--- config.mk ---
export PLATFORM = sky130hd
export DESIGN_NAME = adc_ema_then_window_average_top
export DESIGN_NICKNAME = d
export VERILOG_FILES = /design/src/rtl/core/aewa_pkg.sv /design/src/rtl/core/aewa_div.sv /design/src/rtl/core/adc_ema_then_window_average_top.sv
export VERILOG_INCLUDE_DIRS = /design/src /design/src/rtl/core
export SDC_FILE = /design/constraint.sdc
export NUM_CORES = 1
export LEC_CHECK = 0
export BUFFER_PORTS_ARGS = -buffer_cell sky130_fd_sc_hd__buf_2
export CAP_MARGIN = 0
export CORE_MARGIN = 8
export CORE_UTILIZATION = 35
export DETAILED_ROUTE_END_ITERATION = 8
export PLACE_DENSITY = 0.56
export SYNTH_ARGS = -nofsm -noshare
export SYNTH_HDL_FRONTEND = slang
export SYNTH_SLANG_ARGS = --single-unit
--- constraint.sdc ---
create_clock -name aclk -period 6.9 [get_ports aclk]
set_clock_uncertainty 0.1 [all_clocks]
set_input_delay 0.69 -clock aclk [delete_from_list [all_inputs] [get_ports aclk]]
set_output_delay 0.69 -clock aclk [all_outputs]
set_load 0.03 [all_outputs]
--- src/rtl/core/adc_ema_then_window_average_top_macros.svh ---
// Assertion macros shared by the block's RTL files.
// Expects aclk and aresetn in the scope of each use; NO_ASSERTIONS removes them.
`ifndef ADC_EMA_THEN_WINDOW_AVERAGE_TOP_MACROS_SVH
`define ADC_EMA_THEN_WINDOW_AVERAGE_TOP_MACROS_SVH

`ifndef NO_ASSERTIONS

`define AEWA_ASSERT_IMP(label, ante, cons) \
    label: assert property (@(posedge aclk) disable iff (!aresetn) (ante) |-> (cons)) \
        else $error("assertion failed");

`define AEWA_ASSERT_NEXT(label, ante, cons) \
    label: assert property (@(posedge aclk) disable iff (!aresetn) (ante) |=> (cons)) \
        else $error("assertion failed");

`else

`define AEWA_ASSERT_IMP(label, ante, cons)

`define AEWA_ASSERT_NEXT(label, ante, cons)

`endif

`endif

--- src/rtl/core/aewa_pkg.sv ---
// Shared types and constants for the smoothing and window average block.
// No dependencies.
package aewa_pkg;

    localparam int FACTOR_BITS = 8;
    localparam int DIVR_BITS   = 8;

    localparam logic [FACTOR_BITS-1:0] FACTOR_RESET = 8'd5;

    typedef struct packed {
        logic busy;
        logic done;
    } aewa_div_stat_t;

endpackage

--- src/rtl/core/aewa_div.sv ---
// Shared restoring divider, one quotient bit per cycle.
// Depends on aewa_pkg; the high part of the numerator must be below the divisor.
`include "adc_ema_then_window_average_top_macros.svh"

module aewa_div #(
    parameter int LO_BITS = 12
) (
    input  logic                                   aclk,
    input  logic                                   aresetn,
    input  logic                                   start,
    input  logic [aewa_pkg::DIVR_BITS+LO_BITS-1:0] numer,
    input  logic [aewa_pkg::DIVR_BITS-1:0]         divisor,
    output logic [LO_BITS-1:0]                     quot,
    output aewa_pkg::aewa_div_stat_t               stat
);
    import aewa_pkg::*;

    localparam int NUM_BITS = DIVR_BITS + LO_BITS;
    localparam int CNT_BITS = $clog2(LO_BITS);
    localparam logic [CNT_BITS-1:0] CNT_LAST = CNT_BITS'(LO_BITS - 1);

    logic                 busy_reg, busy_next;
    logic                 done_reg, done_next;
    logic [CNT_BITS-1:0]  cnt_reg, cnt_next;
    logic [LO_BITS-1:0]   work_reg, work_next;
    logic [DIVR_BITS-1:0] rem_reg, rem_next;
    logic [DIVR_BITS-1:0] den_reg, den_next;
    logic [DIVR_BITS:0]   shifted;
    logic [DIVR_BITS:0]   diff;
    logic                 ge;

    assign shifted = {rem_reg, work_reg[LO_BITS-1]};
    assign diff    = shifted - {1'b0, den_reg};
    assign ge      = shifted >= {1'b0, den_reg};

    always_comb begin
        busy_next = busy_reg;
        done_next = 1'b0;
        cnt_next  = cnt_reg;
        work_next = work_reg;
        rem_next  = rem_reg;
        den_next  = den_reg;
        if (start) begin
            busy_next = 1'b1;
            cnt_next  = '0;
            rem_next  = numer[NUM_BITS-1:LO_BITS];
            work_next = numer[LO_BITS-1:0];
            den_next  = divisor;
        end else if (busy_reg) begin
            rem_next  = ge ? diff[DIVR_BITS-1:0] : shifted[DIVR_BITS-1:0];
            work_next = {work_reg[LO_BITS-2:0], ge};
            cnt_next  = cnt_reg + 1'b1;
            if (cnt_reg == CNT_LAST) begin
                busy_next = 1'b0;
                done_next = 1'b1;
            end
        end
    end

    always_ff @(posedge aclk) begin
        if (!aresetn) begin
            busy_reg <= 1'b0;
            done_reg <= 1'b0;
            cnt_reg  <= '0;
        end else begin
            busy_reg <= busy_next;
            done_reg <= done_next;
            cnt_reg  <= cnt_next;
        end
        work_reg <= work_next;
        rem_reg  <= rem_next;
        den_reg  <= den_next;
    end

    assign quot      = work_reg;
    assign stat.busy = busy_reg;
    assign stat.done = done_reg;

    `AEWA_ASSERT_IMP(a_div_hi_below_den, start, numer[NUM_BITS-1:LO_BITS] < divisor)
    `AEWA_ASSERT_IMP(a_div_no_restart, start, !busy_reg)
    `AEWA_ASSERT_NEXT(a_div_done_ends_busy, done_next, !busy_reg)

endmodule

--- src/rtl/core/adc_ema_then_window_average_top.sv ---
// Channel    Dir  Handshake               Payload
// s_         in   s_tvalid / s_tready     s_tdata: sample
// m_         out  m_tvalid / m_tready     m_tdata: window_mean, smoothed_value
// cfg_       in   cfg_valid / cfg_ready   cfg_data: smoothing_factor
//
// Each item runs SMOOTH_ROUNDS smoothing rounds, each a multiply and a division
// on the shared bit-serial divider, then a window update and the mean; the first
// item after reset fills the whole window memory with its smoothed value instead.
// s_tready is high only while idle; a result waits in the output register, and
// the next item stalls at its end only if that result is still not taken.
// Synchronous active-low reset; cfg_ready is always high.
// Depends on aewa_pkg, aewa_div and the assertion macro header.
`include "adc_ema_then_window_average_top_macros.svh"

module adc_ema_then_window_average_top #(
    parameter int WINDOW_DEPTH  = 16,
    parameter int SMOOTH_ROUNDS = 30,
    parameter int SAMPLE_BITS   = 12
) (
    input  logic                                      aclk,
    input  logic                                      aresetn,
    input  logic                                      s_tvalid,
    output logic                                      s_tready,
    input  logic [((SAMPLE_BITS+7)/8)*8-1:0]          s_tdata,  // sample
    output logic                                      m_tvalid,
    input  logic                                      m_tready,
    output logic [((2*SAMPLE_BITS+7)/8)*8-1:0]        m_tdata,  // window_mean, smoothed_value
    input  logic                                      cfg_valid,
    output logic                                      cfg_ready,
    input  logic [aewa_pkg::FACTOR_BITS-1:0]          cfg_data  // smoothing_factor
);
    import aewa_pkg::*;

    localparam int S_BITS    = ((SAMPLE_BITS + 7) / 8) * 8;
    localparam int M_BITS    = ((2 * SAMPLE_BITS + 7) / 8) * 8;
    localparam int NUM_BITS  = DIVR_BITS + SAMPLE_BITS;
    localparam int SUM_BITS  = SAMPLE_BITS + $clog2(WINDOW_DEPTH);
    localparam int PTR_BITS  = $clog2(WINDOW_DEPTH);
    localparam int RND_BITS  = $clog2(SMOOTH_ROUNDS + 1);
    localparam int MUL_BITS  = SUM_BITS + 2;
    localparam int PROD_BITS = SUM_BITS + MUL_BITS;
    localparam int MEAN_SH   = SUM_BITS + PTR_BITS;
    localparam longint unsigned MEAN_MUL_W =
        ((64'd1 << MEAN_SH) + 64'(WINDOW_DEPTH) - 64'd1) / 64'(WINDOW_DEPTH);
    localparam logic [MUL_BITS-1:0]  MEAN_MUL = MUL_BITS'(MEAN_MUL_W);
    localparam logic [SUM_BITS-1:0]  DEPTH_W  = SUM_BITS'(WINDOW_DEPTH);
    localparam logic [SUM_BITS-1:0]  SUM_MAX  =
        SUM_BITS'(WINDOW_DEPTH * ((2 ** SAMPLE_BITS) - 1));
    localparam logic [PTR_BITS-1:0]  PTR_LAST = PTR_BITS'(WINDOW_DEPTH - 1);
    localparam logic [RND_BITS-1:0]  RND_LAST = RND_BITS'(SMOOTH_ROUNDS - 1);

    localparam logic [3:0] ST_IDLE  = 4'd0;
    localparam logic [3:0] ST_MUL   = 4'd1;
    localparam logic [3:0] ST_DIVS  = 4'd2;
    localparam logic [3:0] ST_DIVW  = 4'd3;
    localparam logic [3:0] ST_FILL  = 4'd4;
    localparam logic [3:0] ST_RD    = 4'd5;
    localparam logic [3:0] ST_UPD   = 4'd6;
    localparam logic [3:0] ST_MEANS = 4'd7;
    localparam logic [3:0] ST_DONE  = 4'd9;

    logic [3:0]             state_reg, state_next;
    logic [FACTOR_BITS-1:0] cfg_reg, cfg_next;
    logic [FACTOR_BITS-1:0] fac_reg, fac_next;
    logic [SAMPLE_BITS-1:0] sample_reg, sample_next;
    logic [SAMPLE_BITS-1:0] acc_reg, acc_next;
    logic [NUM_BITS-1:0]    prod_reg, prod_next;
    logic [RND_BITS-1:0]    rnd_reg, rnd_next;
    logic                   first_reg, first_next;
    logic [SUM_BITS-1:0]    sum_reg, sum_next;
    logic [PTR_BITS-1:0]    wptr_reg, wptr_next;
    logic [SAMPLE_BITS-1:0] mean_reg, mean_next;
    logic                   m_tvalid_reg, m_tvalid_next;
    logic [SAMPLE_BITS-1:0] m_mean_reg, m_mean_next;
    logic [SAMPLE_BITS-1:0] m_smooth_reg, m_smooth_next;

    logic [SAMPLE_BITS-1:0] win_mem [WINDOW_DEPTH];
    logic [SAMPLE_BITS-1:0] rd_data_reg;
    logic                   mem_we;

    logic                   div_start;
    logic [NUM_BITS-1:0]    div_numer;
    logic [DIVR_BITS-1:0]   div_den;
    logic [SAMPLE_BITS-1:0] div_quot;
    aewa_div_stat_t         div_stat;
    logic                   in_req;
    logic [PROD_BITS-1:0]   mean_prod;

    assign in_req    = s_tvalid && s_tready;
    assign s_tready  = (state_reg == ST_IDLE);
    assign cfg_ready = 1'b1;

    // window mean by reciprocal multiply, exact over the whole sum range
    assign mean_prod = PROD_BITS'(sum_reg) * PROD_BITS'(MEAN_MUL);

    aewa_div #(
        .LO_BITS (SAMPLE_BITS)
    ) u_div (
        .aclk    (aclk),
        .aresetn (aresetn),
        .start   (div_start),
        .numer   (div_numer),
        .divisor (div_den),
        .quot    (div_quot),
        .stat    (div_stat)
    );

    always_comb begin
        state_next    = state_reg;
        cfg_next      = cfg_reg;
        fac_next      = fac_reg;
        sample_next   = sample_reg;
        acc_next      = acc_reg;
        prod_next     = prod_reg;
        rnd_next      = rnd_reg;
        first_next    = first_reg;
        sum_next      = sum_reg;
        wptr_next     = wptr_reg;
        mean_next     = mean_reg;
        m_tvalid_next = m_tvalid_reg && !m_tready;
        m_mean_next   = m_mean_reg;
        m_smooth_next = m_smooth_reg;
        mem_we        = 1'b0;
        div_start     = 1'b0;
        div_numer     = prod_reg;
        div_den       = fac_reg;

        if (cfg_valid && cfg_ready) begin
            cfg_next = cfg_data;
        end

        case (state_reg)
            ST_IDLE: begin
                if (in_req) begin
                    sample_next = s_tdata[SAMPLE_BITS-1:0];
                    fac_next    = (cfg_reg == '0) ? FACTOR_BITS'(1) : cfg_reg;
                    rnd_next    = '0;
                    state_next  = ST_MUL;
                end
            end
            ST_MUL: begin
                prod_next  = NUM_BITS'(acc_reg) * NUM_BITS'(fac_reg - 1'b1)
                             + NUM_BITS'(sample_reg);
                state_next = ST_DIVS;
            end
            ST_DIVS: begin
                div_start  = 1'b1;
                state_next = ST_DIVW;
            end
            ST_DIVW: begin
                if (div_stat.done) begin
                    acc_next = div_quot;
                    rnd_next = rnd_reg + 1'b1;
                    if (rnd_reg == RND_LAST) begin
                        state_next = first_reg ? ST_FILL : ST_RD;
                    end else begin
                        state_next = ST_MUL;
                    end
                end
            end
            ST_FILL: begin
                mem_we     = 1'b1;
                sum_next   = SUM_BITS'(acc_reg) * DEPTH_W;
                wptr_next  = (wptr_reg == PTR_LAST) ? '0 : wptr_reg + 1'b1;
                if (wptr_reg == PTR_LAST) begin
                    first_next = 1'b0;
                    state_next = ST_MEANS;
                end
            end
            ST_RD: begin
                state_next = ST_UPD;
            end
            ST_UPD: begin
                mem_we     = 1'b1;
                sum_next   = sum_reg - SUM_BITS'(rd_data_reg) + SUM_BITS'(acc_reg);
                wptr_next  = (wptr_reg == PTR_LAST) ? '0 : wptr_reg + 1'b1;
                state_next = ST_MEANS;
            end
            ST_MEANS: begin
                mean_next  = mean_prod[MEAN_SH +: SAMPLE_BITS];
                state_next = ST_DONE;
            end
            ST_DONE: begin
                if (!m_tvalid_reg || m_tready) begin
                    m_tvalid_next = 1'b1;
                    m_mean_next   = mean_reg;
                    m_smooth_next = acc_reg;
                    state_next    = ST_IDLE;
                end
            end
            default: begin
                state_next = ST_IDLE;
            end
        endcase
    end

    always_ff @(posedge aclk) begin
        if (!aresetn) begin
            state_reg    <= ST_IDLE;
            cfg_reg      <= FACTOR_RESET;
            acc_reg      <= '0;
            first_reg    <= 1'b1;
            sum_reg      <= '0;
            wptr_reg     <= '0;
            rnd_reg      <= '0;
            m_tvalid_reg <= 1'b0;
        end else begin
            state_reg    <= state_next;
            cfg_reg      <= cfg_next;
            acc_reg      <= acc_next;
            first_reg    <= first_next;
            sum_reg      <= sum_next;
            wptr_reg     <= wptr_next;
            rnd_reg      <= rnd_next;
            m_tvalid_reg <= m_tvalid_next;
        end
        fac_reg      <= fac_next;
        sample_reg   <= sample_next;
        prod_reg     <= prod_next;
        mean_reg     <= mean_next;
        m_mean_reg   <= m_mean_next;
        m_smooth_reg <= m_smooth_next;
    end

    // window memory: write at wptr, registered read of the oldest entry at wptr
    always_ff @(posedge aclk) begin
        if (mem_we) begin
            win_mem[wptr_reg] <= acc_reg;
        end
        rd_data_reg <= win_mem[wptr_reg];
    end

    assign m_tvalid = m_tvalid_reg;
    assign m_tdata  = M_BITS'({m_smooth_reg, m_mean_reg});

    `AEWA_ASSERT_NEXT(a_busy_after_req, in_req, !s_tready)
    `AEWA_ASSERT_IMP(a_sum_in_range, state_reg == ST_MEANS, sum_reg <= SUM_MAX)
    `AEWA_ASSERT_IMP(a_load_from_done, $rose(m_tvalid_reg), $past(state_reg) == ST_DONE)
    `AEWA_ASSERT_IMP(a_div_idle_on_start, state_reg == ST_MUL || state_reg == ST_DIVS, !div_stat.busy)

endmodule

# [Yosys cells after proc, flatten, opt, wreduce, memory -nomap -nowiden]
# Memory sizes are Yosys's and may differ from the RTL's. A register that Yosys moved wholly into a read port is not among the register bits.
# Index checks and enable logic that the tools add are counted.
[totals] reg_bits=161 mem_bits_rw=192 inputBits=29 output_inout_bits=27 elab_cells=94 mem_count=1
[mem_list] memory="win_mem" depth=16 word_bits=12 read_ports=1 rd_ports_with_merged_regs=1 write_ports=1 line_no="adc_ema_then_window_average_top.sv:77" rtl="logic [SAMPLE_BITS-1:0] win_mem [WINDOW_DEPTH];"
[op_classes] addsub=8 n_mul=1 order_cmp=1 n_eq_ne=15 muxes=27 bitwise=2 reduce_logical=19
[ops] op="one-hot mux 4 bit (9 select lines)" n=1
[ops] op="one-hot mux 16 bit (2 select lines)" n=1
[ops] op="two-way mux 12 bit" n=2
[ops] op="two-way mux 8 bit" n=3
[ops] op="adder 20 x 12 -> 20 bit" n=1
[ops] op="multiplier 13 x 9 -> 20 bit" n=1
[ops] op="two-way mux 4 bit" n=5
[ops] op="adder 16 x 12 -> 16 bit" n=1
[ops] op="equality test 4 x 3 -> 1 bit (second input constant)" n=4
[ops] op="subtractor 16 x 12 -> 16 bit" n=1
[ops] op="equality test 4 bit (second input constant)" n=3
[ops] op="two-way mux 1 bit" n=11
[ops] op="two-way mux 5 bit" n=2
[ops] op="one-hot mux 5 bit (2 select lines)" n=1
[ops] op="greater-or-equal comparator 9 x 8 -> 1 bit" n=1
[ops] op="subtractor 8 x 1 -> 9 bit (second input constant)" n=1
[ops] op="adder 4 x 1 -> 4 bit (second input constant)" n=2
[ops] op="equality test 4 x 2 -> 1 bit (second input constant)" n=2
[ops] op="logical NOT 8 bit" n=1
[ops] op="AND reduction 2 bit" n=4
[ops] op="subtractor 8 bit" n=1
[ops] op="nonzero test 2 bit" n=3
[ops] op="adder 5 x 1 -> 5 bit (second input constant)" n=1
[ops] op="equality test 5 bit (second input constant)" n=1
[ops] op="13 further kinds" n=19

# [Longest topological paths before layout]
# Gate-level depths: netlist of the first run.
[depth] word_depth=5 ltp_mapped=25 ltp_nobuf=23

# [Hierarchy]
# Synthesis of the first run repeated with hierarchy kept, for this count alone.
[hier_totals] cells_unflattened=1423 hier_area_um2=18930.7
[by_module_without_submodules] module="adc_ema_then_window_average_top" instances=1 cells_each=1266 area_each_um2=17081.4 seq_area_each_um2=9308.9
[by_module_without_submodules] module="aewa_div" instances=1 cells_each=157 area_each_um2=1849.3 seq_area_each_um2=960.9

# [Worst setup path after synthesis of the first run]
# No wires, ideal clock.
[synth_timing] path_kind="reg2reg" start="reg fac_reg[0], in the netlist div_den[0]" end="reg prod_reg[18], in the netlist div_numer[18] (data pin)" setup_ns=0.262 arrival_ns=5.974 required_ns=6.538 slack_ns=0.564 path_stages_with_launch=24 path_buffers=2 synth_period_minus_slack_ns=6.336 path_cell_list="edfxtp_1 > inv_1 > clkbuf_1 > ha_1 > nand2_2 > or3_4 > or3_1 > buf_6 > or2_2 > fa_1 > fa_1 > inv_1 > fa_1 > fa_1 > inv_1 > fa_1 > inv_1 > ha_1 > a211o_1 > o22ai_1 > o21ai_0 > a211oi_1 > o21bai_1 > xor2_1"
[synth_between] elab_chain_cells=3
[synth_lines] item="start, declared" line_no="adc_ema_then_window_average_top.sv:64" rtl="logic [FACTOR_BITS-1:0] fac_reg, fac_next;"
[synth_lines] item="start signal, assigned" line_no="adc_ema_then_window_average_top.sv:217" rtl="fac_reg <= fac_next;"
[synth_lines] item="subtractor 8 x 1 -> 9 bit" line_no="adc_ema_then_window_average_top.sv:142" rtl="prod_next = NUM_BITS'(acc_reg) * NUM_BITS'(fac_reg - 1'b1)"
[synth_lines] item="multiplier 13 x 9 -> 20 bit" line_no="adc_ema_then_window_average_top.sv:142"
[synth_lines] item="adder 20 x 12 -> 20 bit" line_no="adc_ema_then_window_average_top.sv:143" rtl="+ NUM_BITS'(sample_reg);"
[synth_lines] item="end signal, assigned" line_no="adc_ema_then_window_average_top.sv:219" rtl="prod_reg <= prod_next;"
[synth_lines] item="end, declared" line_no="adc_ema_then_window_average_top.sv:67" rtl="logic [NUM_BITS-1:0] prod_reg, prod_next;"
# No other way between the ends.
# A chain may end at the register's enable or synchronous reset.

# [Worst setup path after layout of the first run]
# Same ends and word-level chain as after synthesis.

==> results of run 1 <==
[report_power, final]
| part | switching, mW | internal, mW |
|---|---|---|
| Sequential | 0.0287 | 2.43 |
| Clock | 0.869 | 1.17 |
| Combinational | 0.169 | 0.0992 |
[worst paths after layout]
check / from / endpoint / slack [ns] / cells after the start
max: div_den[0] / div_numer[18] / 0.40 / 22
max reg2reg: div_den[0] / div_numer[18] / 0.40 / 22
min reg2reg: mean_reg[11] / m_mean_reg[11] / 0.32 / 0
min: s_tdata[10] / sample_reg[10] / 0.22 / 1
[worst reg2reg max path, stage by stage (launching register included)]
cell and delay (ns):
edfxtp_1 0.48, inv_1 0.12, ha_1 0.20, nand2_2 0.09, or3_4 0.34, or3_1 0.46
or2_2 0.34, fa_1 0.47, fa_1 0.51, inv_1 0.05, fa_1 0.38, fa_1 0.52
inv_1 0.05, fa_1 0.48, inv_1 0.05, ha_1 0.31, a211o_1 0.28, o22ai_1 0.23
o21ai_0 0.14, buf_4 0.17, a211oi_1 0.23, o21bai_1 0.11, xor2_1 0.15
[cells in the final DEF (no fill, tap or decap), drive strengths merged, types with 60 or more instances in the layout]
cell type,instances
nand2,142
a21oi,64
nor2,98
inv,179
ha,93
fa,93
dfxtp,69
edfxtp,296
mux4,60
buf,93
[stage by stage]
stage / setup slack [ns] / cells / power, mW
after global placement: 0.4697 / 2148 / 2.766
after CTS: 0.4153 / 2216 / 4.819
final: 0.3985 / 2216 / 4.761
after floorplan: 0.5639 / 1423 / 2.683
after global routing: 0.09092 / 2216 / 4.926
after detailed placement: 0.4565 / 2148 / 2.772
[cell type report]
cell class / count / area [um2] / share of cell area [%]
Sequential cell: 365 / 10270 / 48.37
Multi-Input combinational cell: 818 / 7610 / 35.83
Clock buffer: 42 / 996.0 / 4.689
Tap cell: 696 / 870.8 / 4.100
Inverter: 176 / 660.6 / 3.110
Timing Repair Buffer: 93 / 573.1 / 2.698
Clock inverter: 26 / 255.2 / 1.202
[metal layers]
layer	up-vias	wire length, um
met4	2	1392
met1	5475	18430
met3	75	2237
met2	275	19370
met5	-	13
li1	5106	-
[kinds of logic after synthesis]
| family | after synthesis | synth area share [%] |
|---|---|---|
| xor gates and xnor gates | 56 | 2.615 |
| other | 1 | 0.02000 |
| and+or+nand+nor | 339 | 8.107 |
| buffers and inverters | 240 | 4.917 |
| adders and majority gates | 186 | 16.13 |
| AOI/OAI and AO/OA | 159 | 5.311 |
| DFF | 365 | 54.76 |
| muxes | 77 | 8.133 |
==> impl_metrics.ini, run 1 <==
[run_status]
outcome = finished, final reports clean

[pwr]
power_leakage_nw = 8.255
power-per-cell-area_nw_per_um2 = 224.1
ir_worst_vdd_uv = 156.8

[setup_path]
path_cells = inv_1 > ha_1 > nand2_2 > or3_4 > or3_1 > or2_2 > fa_1 > fa_1 > inv_1 > fa_1 > fa_1 > inv_1 > fa_1 > inv_1 > ha_1 > a211o_1 > o22ai_1 > o21ai_0 > buf_4 > a211oi_1 > o21bai_1 > xor2_1
endpoint_kind = flop
critPathLaunchType = flop
required_ns = 7.08
worst_path_largest_cell_delay_ns = 0.52
cpMostUsedCell = fa_1
cp_max_fo = 6
cp_slowest_cell = fa_1
worstPathArrival_ns = 6.69
path_buf_inv = 5
critical_path_class = flop to flop
path_delay_family = adder cells

[detailed_routing]
drc_errors = 0
firstDrtPassIters = 5
vias = 10930
drt-initial-drc-count = 648
wire_per_inst_um = 18.71
wl_um = 41450
drtAntennaViolNets = 0
viasPerCell = 4.934

[yosys]
avgSynthCellArea_um2 = 13.18
synthesis.area_um2 = 18750
synth_top_area_share_pct = 47.40
synth_nets = 1638
synth.largest_area_cell = edfxtp_1
yosysWarnings = 0
async_flop_share_pct = 0
synthTopCellsByCount = edfxtp_1, inv_1, nand2_1, nor2_1
yosysMostFrequentCell = edfxtp_1
synth-edff-count = 296
yosysUniqueCellTypes = 63
synth-seq-cells = 365
netlist_instances = 1423
synth_area_leaders = edfxtp_1, fa_1, dfxtp_1
synth-seq-area-share_pct = 54.76
ys.flop_type = edfxtp_1

[timing]
hold_viol_final = 0
setup_tns_ns = 0
min_period_ns = 6.502
whs_ns = 0.2228
worst_slew_pin_slew_ns = 1.170
fmax_mhz = 153.8
setup_violations = 0
period_share_pct = 94.22
slew_headroom_pct = 21.66
rsz0062_at_grt = false
report.final.slew_viol_count = 0

[floorplanning]
ios = 56
core-area_um2 = 53390
die-area_um2 = 61240
die_x_um = 247.5
initial_core_util_pct = 35.13
fp-row-count = 85
die_y_um = 247.5

[global_routing]
antenna_found_initial = 2
grt_use_met2_pct = 22.42
use_met3_pct = 2.163
overflow = 0
track_usage_pct = 13.71
grt_max_degree = 41
grtUsageMet1_pct = 18.24
gr-max-usage-layer = met2
grt_pass1_vias = 11450
grt_pass1_wl_um = 64920

[clock_tree]
clock_path_buffers = 3
htreeDepth = 2
numCtsBuffers = 37
cts_hold_buf = 0
clkTransAtPathRegs_ns = 0.06
tritoncts = built
cts_sinks = 365
post_cts_resized = 0
clk_latency_ns = 0.54
cts_root_buf = clkbuf_16
cts_setup_buffers = 0

[finish]
fin_nets = 1706
largest_reg_flops = 192
utilization_pct = 39.78
drive_gt1_share_pct = 16.25
n_fill_cell = 4983
num_antenna_cells = 0
fin_area_um2 = 21240
synthToLayoutAreaGrowth_pct = 13.26

[place]
io_buffers = 50
globalplace.congestion = 0.8130
dp.final_hpwl_um = 28660
placed_cell_area_um2 = 19990

[job]
maxCapViolCount = 0

[min_path]
hold_path_class = input port to flop
Note: power is estimated with default switching activity, not from simulation.
==> inputs of run 2 (changes only) <==
- ABC_CLOCK_PERIOD_IN_PS: unset -> 6900
- CORE_ASPECT_RATIO: unset -> 0.8
- SLEW_MARGIN: unset -> 40
==> run 2 against run 1 <==
Effect of this change:
- clock power is 8% higher
- die area hardly changed
- critical endpoint unchanged
- critical path depth is 1 lower
- fmax is 0.75% lower
- combinational power hardly changed
- total power is 3.7% higher
- setup slack worse by 0.049 ns
- utilization is 0.33 points higher
- global-route usage is 0.28 points higher
- cell count is 0.63% higher
- first-iteration DRC count is 26% higher
==> impl_metrics.ini, run 2 (synthesis results as in run 1) <==
[finish]
final_common_cell = edfxtp_1
final_cell_mix = edfxtp_1, inv_1, nand2_1
synthToLayoutAreaGrowth_pct = 14.12
drive_gt1_share_pct = 15.38
multiInputGateArea_um2 = 7614
num_antenna_cells = 0
largest_reg_flops = 192
fin_nets = 1712
n_fill_cell = 4994
ff_latch_area_um2 = 10280

[floorplanning]
die_y_um = 223.0
die-area_um2 = 61290
initial_core_util_pct = 35.15
ios = 56
die_x_um = 274.8
fp-row-count = 76
core-area_um2 = 53350

[detailed_routing]
drc_errors = 0
wl_um = 42730
vias = 11050
drtAntennaViolNets = 0
drt-initial-drc-count = 815
firstDrtPassIters = 5
viasPerCell = 4.955
wire_per_inst_um = 19.16

[pwr]
power_leakage_nw = 8.297
ir_worst_vdd_uv = 150.9
power_frac_comb_pct = 5.5
p_clk_share_pct = 44.8
pwr-share-seq_pct = 49.7
switching_power_mw = 1.100
sw_frac_of_total_pct = 22.29
power-per-cell-area_nw_per_um2 = 230.7
internal_power_mw = 3.837

[timing]
slew_headroom_pct = 47.91
setup_tns_ns = 0
report.final.slew_viol_count = 0
min_period_ns = 6.551
whs_ns = 0.2060
setup_violations = 0
fmax_mhz = 152.6
worst_slew_pin_slew_ns = 0.7805
period_share_pct = 94.94
hold_viol_final = 0
rsz0062_at_grt = false

[setup_path]
endpoint_kind = flop
critical_path_class = flop to flop
cp_max_fo = 5
rr_startpoint = div_den[0]
cp-startpoint = div_den[0]
required_ns = 7.12
worstPathArrival_ns = 6.77
critPathLaunchType = flop

[clock_tree]
cts_setup_buffers = 0
cts_root_buf = clkbuf_16
clkTransAtPathRegs_ns = 0.06
clk_latency_ns = 0.58
numCtsBuffers = 40
htreeDepth = 2
tritoncts = built
cts_hold_buf = 0
cts_sinks = 365
clock_path_buffers = 3
post_cts_resized = 0

[global_routing]
track_usage_pct = 13.99
grt_pass1_vias = 11240
grt_pass1_wl_um = 66060
overflow = 0
grt_max_degree = 52
antenna_found_initial = 1

[job]
maxCapViolCount = 0

[run_status]
outcome = finished, final reports clean

[place]
io_buffers = 50
dp.final_hpwl_um = 29480
globalplace.congestion = 0.8302

[min_path]
hold_path_class = input port to flop
hp-start = s_tdata[5]
## run 2: per-layer routing
layer	vias to the layer above	part of all wire (%)	GRT usage, %
met4	0	2.3	4.334
met1	5587	48	20.67
met3	51	6.3	2.568
li1	5107	-	-
met2	305	43	20.68
met5	-	0	0
## run 2: through the flow
step | utilization, % | power (mW) | cell area (um2) | setup slack (ns) | instances
finish | 40.12 | 4.938 | 21400 | 0.3490 | 2230
global placement | 37.47 | 2.765 | 19990 | 0.4222 | 2156
floorplan | - | 2.683 | 18750 | 0.5639 | 1423
global route | 40.12 | 5.103 | 21400 | 0.08373 | 2230
CTS | 40.12 | 4.999 | 21400 | 0.3688 | 2230
detailed placement | 37.56 | 2.773 | 20040 | 0.3665 | 2157
## run 2: cell type report
cell class / count / share of cell area [%]
timing repair buffer: 96 / 2.841
multi-input combinational: 818 / 35.58
tap: 702 / 4.104
clock inverter: 21 / 1.485
clock buffer: 52 / 4.888
inverter: 176 / 3.087
sequential: 365 / 48.02
## run 2: worst max-delay path, stage by stage (launching register included)
cell and delay, ns:
edfxtp_1 0.47, inv_1 0.12, ha_1 0.19, nand2_2 0.08
or3_4 0.34, or3_1 0.45, or2_2 0.34, fa_1 0.47
fa_1 0.52, inv_1 0.05, fa_1 0.38, fa_1 0.52
inv_1 0.06, fa_1 0.47, inv_1 0.04, ha_1 0.31
a211o_1 0.27, o22ai_1 0.22, o21ai_0 0.30, a211oi_1 0.34
o21bai_1 0.12, xor2_1 0.15
## run 2: worst paths after layout
check	endpoint	slack, ns	depth (start not counted)
hold / removal	sample_reg[5]	0.21	1
setup reg to reg	div_numer[18]	0.35	21
hold reg to reg	m_mean_reg[8]	0.32	0
setup / recovery	div_numer[18]	0.35	21
## run 2: power by group through the flow
stage | combinational (mW) | clock, mW | sequential, mW
global placement | 0.264 | 0 | 2.50
finish | 0.271 | 2.21 | 2.46
detailed placement | 0.271 | 0 | 2.50
CTS | 0.273 | 2.27 | 2.46
global route | 0.302 | 2.34 | 2.46
floorplan | 0.194 | 0 | 2.49
==> inputs of run 3 (changes only) <==
- RECOVER_POWER: unset -> 50
==> run 3 against run 2 <==
Effect of this change:
- the run now ends with capacitance limit, slew limit left
- die area did not move
- global-route usage is the same
- setup slack got worse by 0.0078 ns
- sequential power barely moved
- first-iteration DRC count rose by 4.0%
- cell count did not move
- sequential cell count unchanged
- utilization fell by 0.21 points
- fmax shrank 0.12%
- critical path type unchanged
- largest cell class unchanged
==> impl_metrics.ini, run 3 (synthesis results as in run 1) <==
[run_status]
outcome = finished, violations left
violations = capacitance limit, slew limit

[place]
dp.final_hpwl_um = 29480
dp_slack_ns = 0.3665
globalplace.congestion = 0.8302
io_buffers = 50

[finish]
largest_reg_flops = 192
drive_gt1_share_pct = 11.98
final_cell_mix = edfxtp_1, inv_1, nand2_1
num_antenna_cells = 0
synthToLayoutAreaGrowth_pct = 13.52
fin_nets = 1712
final_common_cell = edfxtp_1

[detailed_routing]
drt-initial-drc-count = 848
wl_um = 42840
drtAntennaViolNets = 0
drc_errors = 0
wire_per_inst_um = 19.21
firstDrtPassIters = 5
vias = 11060
viasPerCell = 4.958

[floorplanning]
ios = 56
core-area_um2 = 53350
fp-row-count = 76
die_x_um = 274.8
die_y_um = 223.0
die-area_um2 = 61290
initial_core_util_pct = 35.15

[setup_path]
cp_slowest_cell = o21ai_0
path_delay_family = adder cells
cp-startpoint = div_den[0]
ff2ff_path_depth = 22
crit_path_end = div_numer[18]
reg2reg_to = div_numer[18]
path_buf_inv = 4
worstSetupPathDepth = 22
rr_startpoint = div_den[0]
cpMostUsedCell = fa_1
critPathLaunchType = flop
r2r_slack_ns = 0.34
required_ns = 7.12
worst_path_largest_cell_delay_ns = 0.56
cp_max_fo = 5
path_cells = inv_1 > ha_1 > nand2_2 > or3_4 > or3_1 > or2_2 > fa_1 > fa_1 > inv_1 > fa_1 > fa_1 > inv_1 > fa_1 > inv_1 > ha_1 > o21ai_0 > nor2_1 > o22ai_1 > o21ai_0 > a211oi_1 > o21bai_1 > xor2_1
worstPathArrival_ns = 6.78
critical_path_class = flop to flop
endpoint_kind = flop

[clock_tree]
numCtsBuffers = 40
clkTransAtPathRegs_ns = 0.06
tritoncts = built
clk_latency_ns = 0.58
post_cts_resized = 0
cts_hold_buf = 0
clock_path_buffers = 3
cts_sinks = 365
cts_root_buf = clkbuf_16
cts_setup_buffers = 0
htreeDepth = 2

[timing]
fmax_mhz = 152.5
period_share_pct = 95.05
min_period_ns = 6.559
worst_slew_pin_slew_ns = 2.226
setup_violations = 0
hold_viol_final = 0
worst_slack_ns = 0.3412
setup_tns_ns = 0
slew_headroom_pct = -48.43
rsz0062_at_grt = false
report.final.slew_viol_count = 70

[global_routing]
grt_pass1_wl_um = 66060
grt_pass1_vias = 11240
overflow = 0
grt_max_degree = 52
antenna_found_initial = 1
track_usage_pct = 13.99

[pwr]
ir_worst_vdd_uv = 151.8
power_leakage_nw = 8.144
power-per-cell-area_nw_per_um2 = 231.9

[min_path]
hold_path_class = input port to flop

[job]
maxCapViolCount = 2
==> run 3: where the power goes <==
part           switching (mW)  internal, mW
Combinational           0.171        0.0963
Sequential             0.0295          2.43
Clock                   0.900          1.31
==> run 3: layer usage <==
metal	track usage (%)	up-vias	share of wire, %
met5	0	-	0
met4	4.334	0	2.0
met3	2.568	47	6.0
met2	20.68	263	44
met1	20.67	5637	48
li1	-	5110	-
==> run 3: worst min path at each step <==
stage / depth (start not counted) / startpoint / to
after floorplan: 0 / mean_reg[0] / m_mean_reg[0]
after detailed placement: 0 / mean_reg[10] / m_mean_reg[10]
after global placement: 0 / mean_reg[10] / m_mean_reg[10]
after CTS: 1 / s_tdata[0] / sample_reg[0]
after global routing: 1 / s_tdata[3] / sample_reg[3]
final: 1 / s_tdata[0] / sample_reg[0]
==> run 3: stage by stage <==
stage | utilization (%) | instances | hold slack [ns] | instance area, um2 | power, mW
2_1_floorplan | - | 1423 | 0.3003 | 18750 | 2.683
3_3_place_gp | 37.47 | 2156 | 0.3043 | 19990 | 2.765
3_5_place_dp | 37.56 | 2157 | 0.3052 | 20040 | 2.773
4_1_cts | 40.12 | 2230 | 0.1702 | 21400 | 4.999
5_1_grt | 39.91 | 2230 | 0.1790 | 21290 | 5.101
6_report | 39.91 | 2230 | 0.2071 | 21290 | 4.936
==> run 3: cell type report <==
type | instances | area [um2]
Fill cell | 5020 | 32060
Clock inverter | 21 | 317.8
Timing Repair Buffer | 96 | 508.0
Tap cell | 702 | 878.3
Clock buffer | 52 | 1046
Inverter | 176 | 660.6
Multi-Input combinational cell | 818 | 7602
Sequential cell | 365 | 10280
==> run 3: worst reg2reg max path, stage by stage, from the launching register on <==
cell      delay, ns
edfxtp_1       0.47
inv_1          0.12
ha_1           0.19
nand2_2        0.08
or3_4          0.34
or3_1          0.45
or2_2          0.34
fa_1           0.47
fa_1           0.52
inv_1          0.06
fa_1           0.38
fa_1           0.52
inv_1          0.06
fa_1           0.47
inv_1          0.04
ha_1           0.32
o21ai_0        0.10
nor2_1         0.13
o22ai_1        0.13
o21ai_0        0.56
a211oi_1       0.19
o21bai_1       0.21
xor2_1         0.09
